`src/hdl/rd_pkg.sv`:
```
// shared types and codes for the reversible deque
// no dependencies; used by reversible_deque_top and rd_ram
package rd_pkg;

	localparam int DEPTH_DEF      = 64;
	localparam int DATA_WIDTH_DEF = 32;

	// command codes
	localparam logic [2:0] CMD_POP_FRONT  = 3'd0;
	localparam logic [2:0] CMD_POP_BACK   = 3'd1;
	localparam logic [2:0] CMD_PUSH_BACK  = 3'd2;
	localparam logic [2:0] CMD_PUSH_FRONT = 3'd3;
	localparam logic [2:0] CMD_REVERSE    = 3'd4;
	localparam logic [2:0] CMD_LIST       = 3'd5;

	// result status codes
	localparam logic [1:0] ST_POPPED  = 2'd0;
	localparam logic [1:0] ST_EMPTY   = 2'd1;
	localparam logic [1:0] ST_LISTED  = 2'd2;
	localparam logic [1:0] ST_REFUSED = 2'd3;

	typedef struct packed {
		logic [2:0]         command;
		logic signed [31:0] push_value;
	} req_t;

	typedef struct packed {
		logic [1:0]         status;
		logic signed [31:0] entry_value;
		logic               last;
	} rsp_t;

endpackage

```
`src/hdl/rd_ram.sv`:
```
// entry storage of the reversible deque: one write port, one read port
// read data registered; depends on rd_pkg for its parameter defaults
module rd_ram #(
	parameter int DEPTH      = rd_pkg::DEPTH_DEF,
	parameter int DATA_WIDTH = rd_pkg::DATA_WIDTH_DEF,
	parameter int AW         = $clog2(DEPTH)
) (
	input  logic                         clk,
	input  logic                         wr_en,
	input  logic [AW-1:0]                wr_addr,
	input  logic signed [DATA_WIDTH-1:0] wr_data,
	input  logic                         rd_en,
	input  logic [AW-1:0]                rd_addr,
	output logic signed [DATA_WIDTH-1:0] rd_data
);

	logic signed [DATA_WIDTH-1:0] mem [DEPTH];

	always_ff @(posedge clk) begin
		if (wr_en) begin
			mem[wr_addr] <= wr_data;
		end
	end

	always_ff @(posedge clk) begin
		if (rd_en) begin
			rd_data <= mem[rd_addr];
		end
	end

endmodule

```
`src/hdl/reversible_deque_top.sv`:
```
// top level of the reversible deque: command decode, pointers, list sequencer
// depends on rd_pkg and rd_ram
//
// A double-ended queue of up to DEPTH signed words kept in a circular buffer
// held in one synchronous RAM, with a reverse flag that swaps which physical
// end is the logical front. A command transfer happens at a clock edge where
// start is high and busy is low. Push and reverse keep busy low, so they can
// follow each other every cycle; a push on a full queue returns one refused
// result in the cycle after the transfer. A pop reads the RAM and holds busy
// high for one cycle; its result passes the RAM read register and then the
// output register. A list of n entries holds busy while its reads are in flight
// and streams n results on consecutive cycles through the same two registers,
// the final one marked by last. Pop or list on an empty queue returns one empty
// result in the cycle after the transfer, with no RAM read. Each result is shown
// for exactly one cycle with result_strobe high and cannot be held off; the
// receiver must take it then. No clearing pass is needed after reset.
module reversible_deque_top #(
	parameter int DEPTH      = rd_pkg::DEPTH_DEF,
	parameter int DATA_WIDTH = rd_pkg::DATA_WIDTH_DEF
) (
	input  logic        clk,
	input  logic        arst_n,
	input  logic        start,
	output logic        busy,
	input  rd_pkg::req_t request,
	output logic        result_strobe,
	output rd_pkg::rsp_t result
);

	localparam int AW = $clog2(DEPTH);
	localparam int CW = $clog2(DEPTH + 1);
	localparam logic [CW-1:0] COUNT_FULL = CW'(DEPTH);
	localparam logic [AW-1:0] SLOT_LAST  = AW'(DEPTH - 1);

	typedef enum logic {
		S_IDLE,
		S_LIST
	} state_t;

	// circular slot arithmetic: base and offset both below DEPTH
	function automatic logic [AW-1:0] wrap_slot(input logic [AW-1:0] base,
	                                           input logic [AW-1:0] off);
		logic [AW:0] sum;
		sum = {1'b0, base} + {1'b0, off};
		if (sum >= (AW+1)'(DEPTH)) begin
			sum = sum - (AW+1)'(DEPTH);
		end
		return sum[AW-1:0];
	endfunction

	// control state
	state_t          state_q;
	logic [AW-1:0]   head_q;
	logic [CW-1:0]   count_q;
	logic            rev_q;
	logic [CW-1:0]   idx_q;
	logic            rd_valid_s1;
	logic            strobe_q;

	// read pipeline payload and output register
	logic [1:0]      status_s1;
	logic            last_s1;
	rd_pkg::rsp_t    result_q;

	// decode
	logic            accept;
	logic            is_pop, is_push, is_rev, is_list;
	logic            pop_back, push_tail;
	logic            empty, full;
	logic            direct_fire;
	logic            list_last;

	// slot computation
	logic [AW-1:0]   tail_slot, append_slot, head_dec, head_inc, list_slot;
	logic [CW-1:0]   count_m1, list_off;

	// ram ports
	logic                         wr_en, rd_en;
	logic [AW-1:0]                wr_addr, rd_addr;
	logic signed [DATA_WIDTH-1:0] wr_data, rd_data;
	logic signed [63:0]           rd_ext;
	logic signed [63:0]           push_ext;

	assign busy          = (state_q == S_LIST) || rd_valid_s1;
	assign accept        = start && !busy;
	assign result_strobe = strobe_q;
	assign result        = result_q;

	assign is_pop  = (request.command == rd_pkg::CMD_POP_FRONT) ||
	                 (request.command == rd_pkg::CMD_POP_BACK);
	assign is_push = (request.command == rd_pkg::CMD_PUSH_BACK) ||
	                 (request.command == rd_pkg::CMD_PUSH_FRONT);
	assign is_rev  = (request.command == rd_pkg::CMD_REVERSE);
	assign is_list = (request.command == rd_pkg::CMD_LIST);

	// reversal swaps which physical end is touched
	assign pop_back  = (request.command == rd_pkg::CMD_POP_BACK) ^ rev_q;
	assign push_tail = (request.command == rd_pkg::CMD_PUSH_BACK) ^ rev_q;

	assign empty = (count_q == '0);
	assign full  = (count_q == COUNT_FULL);

	// empty and refused results need no ram read
	assign direct_fire = accept && (((is_pop || is_list) && empty) || (is_push && full));

	assign count_m1    = count_q - CW'(1);
	assign tail_slot   = wrap_slot(head_q, count_m1[AW-1:0]);
	assign append_slot = wrap_slot(head_q, count_q[AW-1:0]);
	assign head_dec    = (head_q == '0) ? SLOT_LAST : head_q - AW'(1);
	assign head_inc    = wrap_slot(head_q, AW'(1));

	// list walks physical order forward, or backward when reversed
	assign list_off  = rev_q ? (count_m1 - idx_q) : idx_q;
	assign list_slot = wrap_slot(head_q, list_off[AW-1:0]);
	assign list_last = (idx_q == count_m1);

	assign push_ext = 64'(request.push_value);
	assign wr_data  = push_ext[DATA_WIDTH-1:0];
	assign rd_ext   = 64'(rd_data);

	// ram access; writes and reads never share a cycle
	always_comb begin
		wr_en   = accept && is_push && !full;
		wr_addr = push_tail ? append_slot : head_dec;
		rd_en   = 1'b0;
		rd_addr = list_slot;
		if (state_q == S_LIST) begin
			rd_en = 1'b1;
		end else if (accept && is_pop && !empty) begin
			rd_en   = 1'b1;
			rd_addr = pop_back ? tail_slot : head_q;
		end
	end

	rd_ram #(
		.DEPTH      (DEPTH),
		.DATA_WIDTH (DATA_WIDTH),
		.AW         (AW)
	) u_ram (
		.clk     (clk),
		.wr_en   (wr_en),
		.wr_addr (wr_addr),
		.wr_data (wr_data),
		.rd_en   (rd_en),
		.rd_addr (rd_addr),
		.rd_data (rd_data)
	);

	// sequencer, pointers and result strobe
	always_ff @(posedge clk or negedge arst_n) begin
		if (!arst_n) begin
			state_q     <= S_IDLE;
			head_q      <= '0;
			count_q     <= '0;
			rev_q       <= 1'b0;
			idx_q       <= '0;
			rd_valid_s1 <= 1'b0;
			strobe_q    <= 1'b0;
		end else begin
			rd_valid_s1 <= rd_en;
			strobe_q    <= direct_fire || rd_valid_s1;
			unique case (state_q)
				S_IDLE: begin
					if (accept) begin
						if (is_pop && !empty) begin
							if (!pop_back) begin
								head_q <= head_inc;
							end
							count_q <= count_m1;
						end else if (is_push && !full) begin
							if (!push_tail) begin
								head_q <= head_dec;
							end
							count_q <= count_q + CW'(1);
						end else if (is_rev) begin
							rev_q <= !rev_q;
						end else if (is_list && !empty) begin
							idx_q   <= '0;
							state_q <= S_LIST;
						end
					end
				end
				S_LIST: begin
					idx_q <= idx_q + CW'(1);
					if (list_last) begin
						state_q <= S_IDLE;
					end
				end
				default: state_q <= S_IDLE;
			endcase
		end
	end

	// result payload
	always_ff @(posedge clk) begin
		if (rd_en) begin
			status_s1 <= (state_q == S_LIST) ? rd_pkg::ST_LISTED : rd_pkg::ST_POPPED;
			last_s1   <= (state_q == S_LIST) ? list_last : 1'b1;
		end
		if (rd_valid_s1) begin
			result_q.status      <= status_s1;
			result_q.entry_value <= rd_ext[31:0];
			result_q.last        <= last_s1;
		end else if (direct_fire) begin
			result_q.status      <= is_push ? rd_pkg::ST_REFUSED : rd_pkg::ST_EMPTY;
			result_q.entry_value <= '0;
			result_q.last        <= 1'b1;
		end
	end

	// fill level never passes the capacity
	a_count_bound: assert property (@(posedge clk) disable iff (!arst_n)
		count_q <= COUNT_FULL)
		else $error("entry count above capacity");

	// a pop on a non-empty queue delivers a popped result marked last
	a_pop_result: assert property (@(posedge clk) disable iff (!arst_n)
		(accept && is_pop && !empty) |-> ##2 (result_strobe && result.last &&
		result.status == rd_pkg::ST_POPPED))
		else $error("pop result missing");

	// a list stream has no gaps until its last result
	a_list_contig: assert property (@(posedge clk) disable iff (!arst_n)
		(result_strobe && !result.last) |=> result_strobe)
		else $error("gap in list stream");

	// an accepted push on a non-full queue grows it by one
	a_push_count: assert property (@(posedge clk) disable iff (!arst_n)
		(accept && is_push && !full) |=> (count_q == $past(count_q) + CW'(1)))
		else $error("push did not grow the queue");

endmodule

```
`config.mk`:
```
export PLATFORM = sky130hd
export DESIGN_NAME = reversible_deque_top
export DESIGN_NICKNAME = d
export VERILOG_FILES = /design/src/hdl/rd_pkg.sv /design/src/hdl/rd_ram.sv /design/src/hdl/reversible_deque_top.sv
export SDC_FILE = /design/constraint.sdc
export NUM_CORES = 2
export LEC_CHECK = 0
export BUFFER_PORTS_ARGS = -buffer_cell sky130_fd_sc_hd__buf_2
export CAP_MARGIN = 20
export CORE_MARGIN = 3
export CORE_UTILIZATION = 55
export CTS_CLUSTER_DIAMETER = 60
export DETAILED_ROUTE_END_ITERATION = 8
export PLACE_DENSITY = 0.71
export RECOVER_POWER = 50
export SLEW_MARGIN = 20
export SYNTH_ARGS = -nofsm -noshare
export SYNTH_HDL_FRONTEND = slang
export SYNTH_SLANG_ARGS = --single-unit
export TNS_END_PERCENT = 100
```
`constraint.sdc`:
```
create_clock -name clk -period 5.2 [get_ports clk]
set_input_delay 0.78 -clock clk [delete_from_list [all_inputs] [get_ports clk]]
set_output_delay 0.78 -clock clk [all_outputs]
set_load 0.05 [all_outputs]
```
* After elaboration in Yosys (flattened, before gate mapping)
Memories as Yosys holds them, arrays and structs flattened. A register that Yosys moved wholly into a read port is not among the register bits. Cells that the tools add are included.
Word-level totals: flip-flop bits (word level) 62, input bits 38, memories kept 1, output and inout bits 37, word-level logic and storage cells 116, bits in writable memories 2048
Memory list:
- u_ram.mem | words 64, width 32, rd ports 1, clocked after memory_dff 1, write ports 1, line rd_ram.sv:17 | logic signed [DATA_WIDTH-1:0] mem [DEPTH];
Cells by class: add/subtract/negate cells 13, bitwise operators 5, equality and inequality tests 14, $lt $le $gt $ge 4, multiplexer cells 37, reductions and logical operators 30
Operators by type and width (number):
- two-way mux 6 bit | 14
- two-way mux 35 bit | 2
- two-way mux 7 bit | 7
- subtractor 6 x 1 -> 6 bit, second input constant | 5
- greater-or-equal comparator 7 bit, second input constant | 4
- adder 6 x 6 -> 7 bit | 3
- AND reduction 5 bit | 3
- adder 7 x 1 -> 7 bit, second input constant | 2
- case mux 7 bit (2 select lines) | 1
- inequality test 2 bit, second input constant | 6
- logical AND 1 bit | 11
- two-way mux 1 bit | 10
- adder 6 x 1 -> 7 bit, second input constant | 1
- == test 7 bit | 1
- == test 7 bit, second input constant | 1
- zero test 7 bit | 1
- subtractor 7 x 1 -> 7 bit, second input constant | 1
- == test 3 x 2 -> 1 bit, second input constant | 2
- == test 3 bit, second input constant | 2
- zero test 6 bit | 1
- logical OR 1 bit | 6
- subtractor 6 bit | 1
- zero test 1 bit | 4
- two-way mux 2 bit | 2
- 8 further kinds | 12

* Logic depth before layout (Yosys ltp)
depth in word-level cells 9, gate-level depth with buffers 20, depth with buffers taken out 19

* Cells and area by module
A second synthesis with hierarchy kept.
Unflattened totals: cell total of the unflattened synthesis 3727, area, all modules 82789.4 um2
Modules (own cells, without submodules):
- rd_ram | seq. area each 62459.9 um2, cells an instance 3324, instances 1, area each 78835.6 um2
- reversible_deque_top | seq. area each 1711.6 um2, cells an instance 403, instances 1, area each 3953.8 um2

* Worst setup path before layout
Ideal clock, no wire load.
kind input port to flip-flop, start point in request[34] (netlist name), end point reg result_q (netlist bit result[0]) (enable), data arrival time 4.066 ns, stages on the path 6, data required time 4.722 ns, buffers on the path 1, slack 0.656 ns, setup time 0.478 ns, path through clkbuf_1 > nor2b_1 > or3_1 > o21ai_0 > nand2_1 > o21ai_0
On the way: longest elaborated chain between the ends 7, elaborated cells between the ends (all ways) 13, those cells by class eq/ne (4); reduce/logical (9)
RTL lines:
- start: declaration | line reversible_deque_top.sv:25 | input rd_pkg::req_t request,
- == test 3 x 1 -> 1 bit / zero test 3 bit (equally long branches) | line reversible_deque_top.sv:90, reversible_deque_top.sv:89
- logical OR 1 bit | line reversible_deque_top.sv:89 | assign is_pop = (request.command == rd_pkg::CMD_POP_FRONT) ||
- logical OR 1 bit | line reversible_deque_top.sv:104 | assign direct_fire = accept && (((is_pop || is_list) && empty) || (is_push && full));
- logical AND 1 bit | line reversible_deque_top.sv:104
- logical OR 1 bit (*) | line reversible_deque_top.sv:104
- logical AND 1 bit (*) | line reversible_deque_top.sv:104
- nonzero test 2 bit (no line) (*)
- end: declaration | line reversible_deque_top.sv:63 | rd_pkg::rsp_t result_q;
Mark *: on every way between the ends. The rest lies on a longest branch, timed or not. A chain may end at the register's enable or synchronous reset.

* Worst setup path after layout
start point reg count_q[1], end point reg u_ram.rd_data[17] (read register of u_ram.mem), data pin
On the way: longest elaborated chain between the ends 8, elaborated cells between the ends (all ways) 19, those cells by class add/sub (6); order compare (2); mux (8); reduce/logical (3)
RTL lines:
- start: declaration | line reversible_deque_top.sv:54 | logic [CW-1:0] count_q;
- start signal: assignment | line reversible_deque_top.sv:169 | count_q <= count_m1;
- start signal: assignment | line reversible_deque_top.sv:174 | count_q <= count_q + CW'(1);
- subtractor 7 x 1 -> 7 bit | line reversible_deque_top.sv:106 | assign count_m1 = count_q - CW'(1);
- subtractor 6 bit | line reversible_deque_top.sv:113 | assign list_off = rev_q ? (count_m1 - idx_q) : idx_q;
- two-way mux 6 bit | line reversible_deque_top.sv:113
- adder 6 x 6 -> 7 bit | line reversible_deque_top.sv:44 | sum = {1'b0, base} + {1'b0, off};
- subtractor 6 x 1 -> 6 bit / greater-or-equal comparator 7 bit (equally long branches) | line reversible_deque_top.sv:46, reversible_deque_top.sv:45
- two-way mux 6 bit | line reversible_deque_top.sv:45 | if (sum >= (AW+1)'(DEPTH)) begin
- two-way mux 6 bit | line reversible_deque_top.sv:129 | end else if (accept && is_pop && !empty) begin
- two-way mux 6 bit | line reversible_deque_top.sv:127 | if (state_q == S_LIST) begin
- end: declaration | line rd_ram.sv:14 | output logic signed [DATA_WIDTH-1:0] rd_data
Several ways; a longest one is shown, not always the timed one.

==> metrics.csv <==
metric,value,unit
Skew-Pair Late Insertion Delay,840,ps
CP arrival,5520,ps
HP Class,input pin to flip-flop,
synth cell count leaders,"2117 x edfxtp_1, 1178 x nand2_1, 466 x a21oi_1, 208 x mux2i_1, 208 x nand3_1",
final setup TNS,0,ps
clock sinks,2141,
# setup viols final,0,
Post-synth EDFFs,2117,
share of layout cells above drive strength 1,10.86,%
Yosys top cell by area,edfxtp_1,
full die area,0.1592,sq mm
initial cell density of the core,55.66,%
CP endpoint kind,flip-flop,
routability congestion estimate,0.8617,
most frequent cell after synthesis,edfxtp_1,
drc violations,0,
Area Growth Syn to Fin,13.02,%
final core utilization,62.91,%
top post-synthesis cells by area,"edfxtp_1 75%, nand2_1 5.2%, a21oi_1 2.7%",
first-pass GRT wire length,347000,microns
Final Cycle Share,95.36,%
max_slew headroom,-128.7,%
Synth Flop Type,edfxtp_1,
crit-path cells,"inv_1, ha_1, inv_1, fa_1, nand2_1, o21ai_0, fa_1, xnor2_1, and2_1, a21oi_4, buf_12, nand2_2, buf_12, o22ai_1, nor4_1, nor3_1",
Seq. cell area,0.06417,sq mm
number of fillers in the final layout,10770,
# IOs,75,
"Slowest-stage cell, CP",nor4_1,
Routed Antenna Nets,0,
Tot GR Track Use,29.81,%
hpwl dp,130100,microns
TritonCTS clock tree,yes,
Worst-Margin Slew,3431,ps
post-DR vias/cell,6.570,
Cells on Worst Hold Path,4,
Die Wd,399.0,microns
hold_ws,377.6,ps
drt wl/cell,29.19,microns
number of global-route vias before repair,51100,
Reg2Reg Depth,16,
Max Cap Viol,33,
status,finished with violations,
Post-synth ARST share,1.121,%
Nets,6062,
DR pass1 iterations,8,
via count,53790,
GRT met2 Usage,45.97,%
syn_area_per_cell,14.61,sq um
minimum clock period after layout,4959,ps
Yosys top cell area share,74.83,%
crit path launch type,flip-flop,
Root Driver,clkbuf_16,
total core area,0.1526,sq mm
initial antenna violation count,4,
placed cell area,0.08984,sq mm
largest net degree at the start of global routing,82,
syn nets,5883,
worst endpoint required time,5760,ps
total gr overflow,0,
Unique masters post-synth,73,
endpoints failing hold,0,
post-route cell area,0.09601,sq mm
grt peak-use layer,met2,
f_max,201.7,MHz
post-CTS setup buffers,0,
Synth Warn #,0,
max incr delay on CP,570,ps
crit-path max FO,35,
register area share after synthesis,75.54,%
Post-Route WL,239000,microns
Synth Register Bits,2141,
DRT iter0 DRCs,8292,
IO buf count,74,
post-synthesis cell count,5814,
pins over their slew limit,2118,
synthesized area,0.08495,sq mm
met1 usage,42.74,%
die span in y,399.0,microns
GR met3 Demand/Resource,5.523,%
violated checks,"capacitance limit, slew limit",
num rows,143,
crit path kind,flip-flop to flip-flop,
H-tree levels,4,
total CTS buffers,200,
Setup Skew,37.55,ps
clock tree buffer depth,3,
clk slew on worst S/H paths,60,ps
Multi-input gate area,0.01941,sq mm
worst max-delay path, delay by kind of cell, from the launching register on:
| family | cells | cell delay, ps |
|---|---|---|
| fa+ha+maj | 3 | 1200 |
| buf+inv | 4 | 800 |
| simple gates | 5 | 1550 |
| xor+xnor | 1 | 270 |
| compound gates | 3 | 400 |
| flops | 1 | 450 |
area by class of cell:
| cell class | instances | area share [%] |
|---|---|---|
| inverter | 15 | 0.05864 |
| clock buffer | 267 | 5.562 |
| timing repair buffer | 372 | 3.715 |
| multi-input combinational | 3263 | 20.21 |
| tap | 2030 | 2.645 |
| clock inverter | 95 | 0.9591 |
| antenna | 4 | 0.01043 |
| sequential | 2141 | 66.84 |
logic make-up after synthesis:
group	count (synthesis)	synth area share, %
DFF	2141	75.54
xor gates and xnor gates	38	0.4006
muxes	219	2.742
and+or+nand+nor	1830	9.366
AOI/OAI and AO/OA	1145	9.117
adders and majority gates	31	0.4919
buffers and inverters	410	2.342
sequential cells by signal (all words and copies together) (netlist names):
register and flops:
rd_valid_s1 1, status_s1 1, last_s1 1, result_strobe 1
u_ram.rd_data 32, result 35, idx_q 7, state_q 1
u_ram.mem 2048, head_q 6, rev_q 1, count_q 7
worst paths after layout:
path	slack (ps)	startpoint	end
worst min-delay path	380	request[32]	rev_q
min in group asynchronous	830	arst_n	head_q[2]
worst max register to register	240	count_q[1]	u_ram.rd_data[17]
worst max-delay path	240	count_q[1]	u_ram.rd_data[17]
worst min register to register	500	last_s1	result[0]
max in group asynchronous	3520	arst_n	rev_q
metal layers:
metal	up-vias	wire length (microns)
met5	-	0
met4	0	9236
met3	480	28020
met2	3626	110400
met1	26920	91290
li1	22770	-
stage by stage:
step,instances,setup WS [ps]
finish,8187,241.3
global route,8183,-21.35
CTS,8183,194.8
detailed placement,7820,207.8
global placement,7820,240.0
floorplan,5814,656.4
placed cells by master, fill, tap and decap left out, types with 37 or more instances in the layout:
cell type / n
edfxtp_1: 2117
nand2_1: 1172
a21oi_1: 466
mux2i_1: 208
nand3_1: 207
clkbuf_16: 203
buf_4: 190
clkbuf_1: 132
a221oi_1: 130
a22o_1: 96
buf_12: 87
and3_1: 78
a31oi_1: 75
nor2_4: 69
a211oi_1: 64
nor4_1: 61
o22ai_1: 54
nor3_1: 53
nand4_1: 50
nor2_1: 49
a311oi_1: 49
clkinv_1: 47
o221ai_1: 43
o21ai_0: 37
timing repair:
action	CTS	global route
hold buffers	1	0
gates resized for setup	0	9
endpoints found under the hold margin	24	0
setup endpoints to repair	0	11
Power is not shown: default switching activity piles up to over one toggle a cycle in this logic, so the estimate is an artifact.
